[config.mk]
export PLATFORM = sky130hd
export DESIGN_NAME = gate_controller_fsm
export DESIGN_NICKNAME = d
export VERILOG_FILES = /design/src/hdl/gcf_pkg.sv /design/src/hdl/gate_controller_fsm.sv
export SDC_FILE = /design/constraint.sdc
export NUM_CORES = 1
export LEC_CHECK = 0
export ABC_AREA = 1
export BUFFER_PORTS_ARGS = -buffer_cell sky130_fd_sc_hd__buf_2
export CORE_ASPECT_RATIO = 0.75
export CORE_MARGIN = 1
export CORE_UTILIZATION = 40
export DETAILED_ROUTE_END_ITERATION = 16
export PLACE_DENSITY = 0.58
export SLEW_MARGIN = 20
export SYNTH_ARGS = -nofsm -noshare
export SYNTH_HDL_FRONTEND = slang
export SYNTH_SLANG_ARGS = --single-unit
[constraint.sdc]
create_clock -name i_clk -period 3.5 [get_ports i_clk]
set_clock_uncertainty 0.1 [all_clocks]
set_input_delay 0.7 -clock i_clk [delete_from_list [all_inputs] [get_ports i_clk]]
set_output_delay 0.7 -clock i_clk [all_outputs]
set_load 0.01 [all_outputs]
[src/hdl/gcf_pkg.sv]
// gcf_pkg: shared types and constants of the sliding gate controller
package gcf_pkg;

    localparam int unsigned TICK_W        = 16;
    localparam int unsigned STATE_W       = 3;
    localparam logic [TICK_W-1:0] TIMEOUT_RESET = 16'd7200;
    localparam logic [TICK_W-1:0] TICK_MAX      = {TICK_W{1'b1}};

    typedef enum logic [STATE_W-1:0] {
        ST_INIT    = 3'd0,
        ST_IDLE    = 3'd1,
        ST_CLOSING = 3'd2,
        ST_CLOSED  = 3'd3,
        ST_OPENING = 3'd4,
        ST_OPENED  = 3'd5,
        ST_ERROR   = 3'd6,
        ST_EMERG   = 3'd7
    } t_gate_state;

endpackage

[src/hdl/gate_controller_fsm.sv]
// gate_controller_fsm: sliding gate state machine, one sample item per tick
//
//  channel  | handshake                  | payload
//  ---------+----------------------------+---------------------------------------------
//  input    | i_valid / o_stall          | i_limit_open i_limit_closed i_cmd_open
//           |                            | i_cmd_close i_photocell
//  output   | o_valid / i_stall          | o_motor_close o_motor_open o_led_emergency
//           |                            | o_led_moving o_gate_state
//  config   | i_cfg_wr_en (no wait)      | i_cfg_wr_data (move timeout in ticks)
//
//  one item per clock while the output is not stalled: the next state is worked out in one pass from the state
//  registers and the sampled item, and shows in the output register in the cycle after the item is taken
//  a new item is taken in the same cycle that the waiting result is taken
//  i_rst_n (synchronous, active low) puts the machine in init with a zero move
//  counter and restores the default timeout of 7200 ticks
//  while the output register is full and stalled, o_stall holds the input side
module gate_controller_fsm #(
    parameter logic [gcf_pkg::TICK_W-1:0] TIMEOUT_DEFAULT = gcf_pkg::TIMEOUT_RESET
) (
    input  logic                          i_clk,
    input  logic                          i_rst_n,
    // configuration
    input  logic                          i_cfg_wr_en,
    input  logic [gcf_pkg::TICK_W-1:0]    i_cfg_wr_data,
    // sample items
    input  logic                          i_valid,
    output logic                          o_stall,
    input  logic                          i_limit_open,
    input  logic                          i_limit_closed,
    input  logic                          i_cmd_open,
    input  logic                          i_cmd_close,
    input  logic                          i_photocell,
    // result items
    output logic                          o_valid,
    input  logic                          i_stall,
    output logic                          o_motor_close,
    output logic                          o_motor_open,
    output logic                          o_led_emergency,
    output logic                          o_led_moving,
    output logic [gcf_pkg::STATE_W-1:0]   o_gate_state
);

    // control state
    gcf_pkg::t_gate_state        r_state, n_state;
    logic [gcf_pkg::TICK_W-1:0]  r_move_ticks, n_move_ticks;
    logic                        r_was_opening, n_was_opening;
    logic [gcf_pkg::TICK_W-1:0]  r_timeout;
    logic                        r_out_valid;

    // result register (payload, no reset)
    logic                        r_motor_close;
    logic                        r_motor_open;
    logic                        r_led_emergency;
    logic                        r_led_moving;
    logic [gcf_pkg::STATE_W-1:0] r_gate_state;

    logic                        w_accept;
    logic [gcf_pkg::TICK_W-1:0]  w_ticks_inc;
    logic                        w_opening;
    logic                        w_done;
    logic                        w_reverse;

    // hold the input only when a result waits and the far side is stalling
    assign o_stall  = r_out_valid & i_stall;
    assign w_accept = i_valid & ~o_stall;

    // saturating move counter, bumped on every moving tick before the checks
    assign w_ticks_inc = (r_move_ticks == gcf_pkg::TICK_MAX) ? r_move_ticks
                                                             : r_move_ticks + 1'b1;
    assign w_opening   = (r_state == gcf_pkg::ST_OPENING);
    assign w_done      = w_opening ? (i_limit_open & ~i_limit_closed)
                                   : (i_limit_closed & ~i_limit_open);
    assign w_reverse   = w_opening ? i_cmd_close : i_cmd_open;

    // next state, tick counter and direction memory
    always_comb begin
        n_state       = r_state;
        n_move_ticks  = r_move_ticks;
        n_was_opening = r_was_opening;
        case (r_state)
            gcf_pkg::ST_INIT: begin
                n_state = gcf_pkg::ST_IDLE;
            end
            gcf_pkg::ST_IDLE: begin
                // a half-open gate closes by itself unless the photocell is blocked, then commands are looked at
                if (!i_limit_closed && !i_limit_open && !i_photocell) begin
                    n_state       = gcf_pkg::ST_CLOSING;
                    n_move_ticks  = '0;
                    n_was_opening = 1'b0;
                end else if (!i_limit_closed && i_cmd_close && !i_photocell) begin
                    n_state       = gcf_pkg::ST_CLOSING;
                    n_move_ticks  = '0;
                    n_was_opening = 1'b0;
                end else if (i_cmd_open && !i_photocell && !i_limit_open) begin
                    n_state       = gcf_pkg::ST_OPENING;
                    n_move_ticks  = '0;
                    n_was_opening = 1'b1;
                end
            end
            gcf_pkg::ST_CLOSING, gcf_pkg::ST_OPENING: begin
                n_move_ticks = w_ticks_inc;
                if (w_ticks_inc >= r_timeout) begin
                    n_state = gcf_pkg::ST_ERROR;
                end else if (w_done) begin
                    n_state = w_opening ? gcf_pkg::ST_OPENED : gcf_pkg::ST_CLOSED;
                end else if (i_photocell) begin
                    n_state = gcf_pkg::ST_EMERG;
                end else if (w_reverse) begin
                    // reversal restarts the move timer in the other direction
                    n_state       = w_opening ? gcf_pkg::ST_CLOSING : gcf_pkg::ST_OPENING;
                    n_move_ticks  = '0;
                    n_was_opening = ~w_opening;
                end else if (i_limit_open && i_limit_closed) begin
                    // both switches at once: wiring fault
                    n_state = gcf_pkg::ST_ERROR;
                end
            end
            gcf_pkg::ST_CLOSED, gcf_pkg::ST_OPENED: begin
                n_state = gcf_pkg::ST_IDLE;
            end
            gcf_pkg::ST_ERROR: begin
                n_state = gcf_pkg::ST_ERROR;
            end
            gcf_pkg::ST_EMERG: begin
                // resume the interrupted movement once the beam clears
                if (!i_photocell) begin
                    n_state      = r_was_opening ? gcf_pkg::ST_OPENING
                                                 : gcf_pkg::ST_CLOSING;
                    n_move_ticks = '0;
                end
            end
            default: begin
                n_state = gcf_pkg::ST_INIT;
            end
        endcase
    end

    // state registers move only on an accepted item
    always_ff @(posedge i_clk) begin
        if (!i_rst_n) begin
            r_state       <= gcf_pkg::ST_INIT;
            r_move_ticks  <= '0;
            r_was_opening <= 1'b0;
        end else if (w_accept) begin
            r_state       <= n_state;
            r_move_ticks  <= n_move_ticks;
            r_was_opening <= n_was_opening;
        end
    end

    // timeout register
    always_ff @(posedge i_clk) begin
        if (!i_rst_n) begin
            r_timeout <= TIMEOUT_DEFAULT;
        end else if (i_cfg_wr_en) begin
            r_timeout <= i_cfg_wr_data;
        end
    end

    // output valid
    always_ff @(posedge i_clk) begin
        if (!i_rst_n) begin
            r_out_valid <= 1'b0;
        end else if (w_accept) begin
            r_out_valid <= 1'b1;
        end else if (!i_stall) begin
            r_out_valid <= 1'b0;
        end
    end

    // decoded outputs of the new state
    always_ff @(posedge i_clk) begin
        if (w_accept) begin
            r_motor_close   <= (n_state == gcf_pkg::ST_CLOSING);
            r_motor_open    <= (n_state == gcf_pkg::ST_OPENING);
            r_led_emergency <= (n_state == gcf_pkg::ST_ERROR) ||
                               (n_state == gcf_pkg::ST_EMERG);
            r_led_moving    <= (n_state == gcf_pkg::ST_CLOSING) ||
                               (n_state == gcf_pkg::ST_OPENING);
            r_gate_state    <= n_state;
        end
    end

    assign o_valid         = r_out_valid;
    assign o_motor_close   = r_motor_close;
    assign o_motor_open    = r_motor_open;
    assign o_led_emergency = r_led_emergency;
    assign o_led_moving    = r_led_moving;
    assign o_gate_state    = r_gate_state;

endmodule

==> summary.txt <==
Status
  – Outcome: finished clean

Placement
  – Hpwl dp: approximately 5.3 mm
  – Port Buffers: 34
  – Placer congestion estimate: 0.931
  – Pre-CTS setup slack: 227 ps
  – Placed Area: between 3000 and 4000 sq um

CTS
  – Clock latency on the worst-skew pair: around 300 ps
  – Clock root cell: clkbuf_8
  – Setup Buffers After CTS: 0
  – Htree depth: 2
  – CTS Buf Count: 5
  – CTS hold repair buffers: 0
  – Clk slew on worst S/H paths: 90 ps
  – Clk sinks: 44
  – Clk buf depth: 2
  – CTS tree: done

Timing
  – Fin crit period: 3180 ps
  – Final hold vios: 0
  – Tcrit/Tclk final: 91.0%
  – Slew HR: 44.9%
  – RSZ-0062 raised after global routing: no
  – Final WS setup: around 320 ps
  – Worst-Margin Slew: 825 ps
  – Setup TNS: 0 ps
  – Setup violations, final: 0
  – Highest clock rate: 0.314 GHz
  – Slew Limit Fails: 0

Floorplanning
  – Die ar.: 7440 sq um
  – I/O pin cnt: 35
  – Starting Density: between 40 and 50%
  – Die width: 99.2 microns
  – Chip Height: 74.9 microns
  – Core region area: 6830 sq um
  – Num rows: 26

Logic synthesis
  – Post-synthesis cell type with the largest combined area: dfxtp_1
  – Library cells used by synthesis: 35
  – Register bit total from synthesis: 44
  – Register area share after synthesis: 33.5%
  – Synth cell count leaders: nand2_1, inv_1, a21oi_1, dfxtp_1, nand3_1
  – Post-synth EDFFs: 7
  – Synth top area share: 26.1%
  – Gate Count Post-Synth: 423
  – Most numerous cell in the Yosys netlist: nand2_1
  – Main synth FF type: dfxtp_1
  – Syn_nets: approximately 470
  – Area contributors post-synth: dfxtp_1, nand2_1, inv_1, a21oi_1, ha_1
  – Post-synth design cell area: 2840 sq um
  – Async S/R FF share, synth: 0%
  – Synth warn: 0
  – Synth Area per Inst: 6.71 sq um

Global routing
  – Antenna violations before repair: 0
  – Vias in the first global route: 2301
  – GRT busiest layer: met1
  – Met1 Track Usage GR: between 20 and 30%
  – Total track usage: 19.3%
  – Largest net degree at the start of global routing: 24
  – Remaining global-route overflow: 0
  – First-pass GRT wire length: between 10 and 15 mm
  – M2 GR Usage: a little over a quarter
  – GR Util met3: 3.71%

Detailed routing
  – DR vias/cell: 4.99
  – Post-Route WL: 6.93 mm
  – Detailed-route via count: between 2000 and 3000
  – Routed len/inst: around 13 microns
  – Drt pass-1 iters: 4
  – Drt drc: 0
  – Iteration-0 DRC Markers: 194
  – Post-route antenna net violation count: 0

Layout
  – Number of diodes: 0
  – Post-layout util: 46.7%
  – P&R area growth vs syn: 12.4%
  – # nets final: between 400 and 500
  – Final instance area: about 3200 sq um
  – Layout cells sized above 1: ~14%

Flow run
  – Max-cap violation count: 0

Worst setup path
  – Crit Path Category: reg -> reg
  – Crit path arrival time: roughly 3200 ps
  – CP endpoint kind: flop
  – Worst Path Required: 3460 ps
  – Crit path max fanout: 11
  – Startpoint Class: flop

Pwr
  – Pwr per Cell Area: 370 nW/um^2
  – Leakage: between 1.5 and 2 nW
  – Total power: around 1.2 mW
  – Peak supply drop: roughly 0.00015 V

Hold path
  – Min-Delay Path Class: reg -> reg
area by class of cell:
cell class,instances,area (sq um)
clock inverter,3,46.3
fill,725,3640
multi-input combinational,298,1570
clock buffer,5,68.8
sequential,44,951
timing repair buffer,36,185
tap,84,105
inverter,71,267
layer usage:
metal | share of wire (%) | vias up
li1 | - | 1436
met1 | 55 | 1170
met2 | 38 | 80
met3 | 6.1 | 11
met4 | 0.95 | 0
met5 | 0 | -
state kept, by name, indices dropped and copies added, names as in the netlist:
| register | count |
|---|---|
| r_was_opening | 1 |
| r_move_ticks | 16 |
| r_timeout | 16 |
| o_led_emergency | 1 |
| o_gate_state | 3 |
| o_valid | 1 |
| o_motor_open | 1 |
| o_led_moving | 1 |
| o_motor_close | 1 |
| r_state | 3 |
worst paths after layout:
path                                startpoint                        end  slack, ps  depth (start not counted)
hold / removal       r_timeout[2]$_SDFFE_PN0P_  r_timeout[2]$_SDFFE_PN0P_        370                          2
setup / recovery  r_move_ticks[0]$_SDFFE_PN0P_     o_led_moving$_DFFE_PP_        320                         19
hold reg to reg      r_timeout[2]$_SDFFE_PN0P_  r_timeout[2]$_SDFFE_PN0P_        370                          2
setup reg to reg  r_move_ticks[0]$_SDFFE_PN0P_     o_led_moving$_DFFE_PP_        320                         19
logic make-up after synthesis:
group / synth area share, %
flops: 33.5
compound gates: 15.0
xor+xnor: 2.16
buf+inv: 11.4
simple gates: 30.4
fa+ha+maj: 7.50
layout by cell type (no fill, tap or decap), types with 2 or more instances in the layout:
cell type  Yosys  layout
nor3_1         4       4
o21ai_0       22      22
ha_1          17      17
nor2_1        27      27
nand2_1      108     108
nand3_2        1       2
nand3_1       35      34
nand2_2        3       3
xor2_1         6       6
inv_1         67      67
edfxtp_1       7       7
nor2_2         3       3
buf_2          1      34
a21oi_1       50      50
clkbuf_8       0       5
buf_4          1       2
nand4_1        5       5
inv_2          4       4
nor3_2         3       3
or2_2          2       2
dfxtp_1       37      37
critical path, cell delays in order, from the launching register on:
cell     delay (ps)
dfxtp_1         400
ha_1            210
nand3_1         130
nor3_2          220
nand3_2         260
o21ai_0         230
inv_1            80
ha_1            290
nand2_1          70
nand2_1          40
nand2_1          50
nand2_1          60
nand2_1          60
nand2_1          50
nand2_1         140
nand2_1          70
o21ai_1         130
nand2_1         150
nand2_1         130
nand2_1          60
where the power goes:
part / internal, mW / total [mW] / switching (mW)
registers: 0.547 / 0.561 / 0.0138
logic: 0.0699 / 0.208 / 0.138
clock network: 0.215 / 0.411 / 0.195
total: 0.833 / 1.18 / 0.347
metrics by stage:
step,hold slack (ps),std cells
after global placement,358,533
after global routing,389,541
final,372,541
after detailed placement,359,533
after floorplan,339,423
after CTS,373,541
repair_timing:
item / CTS / global route
resized for setup: 0 / 1
hold endpoints to repair: 0 / 0
endpoints found under the setup margin: 0 / 4
Power figures use the tool's default switching activity.
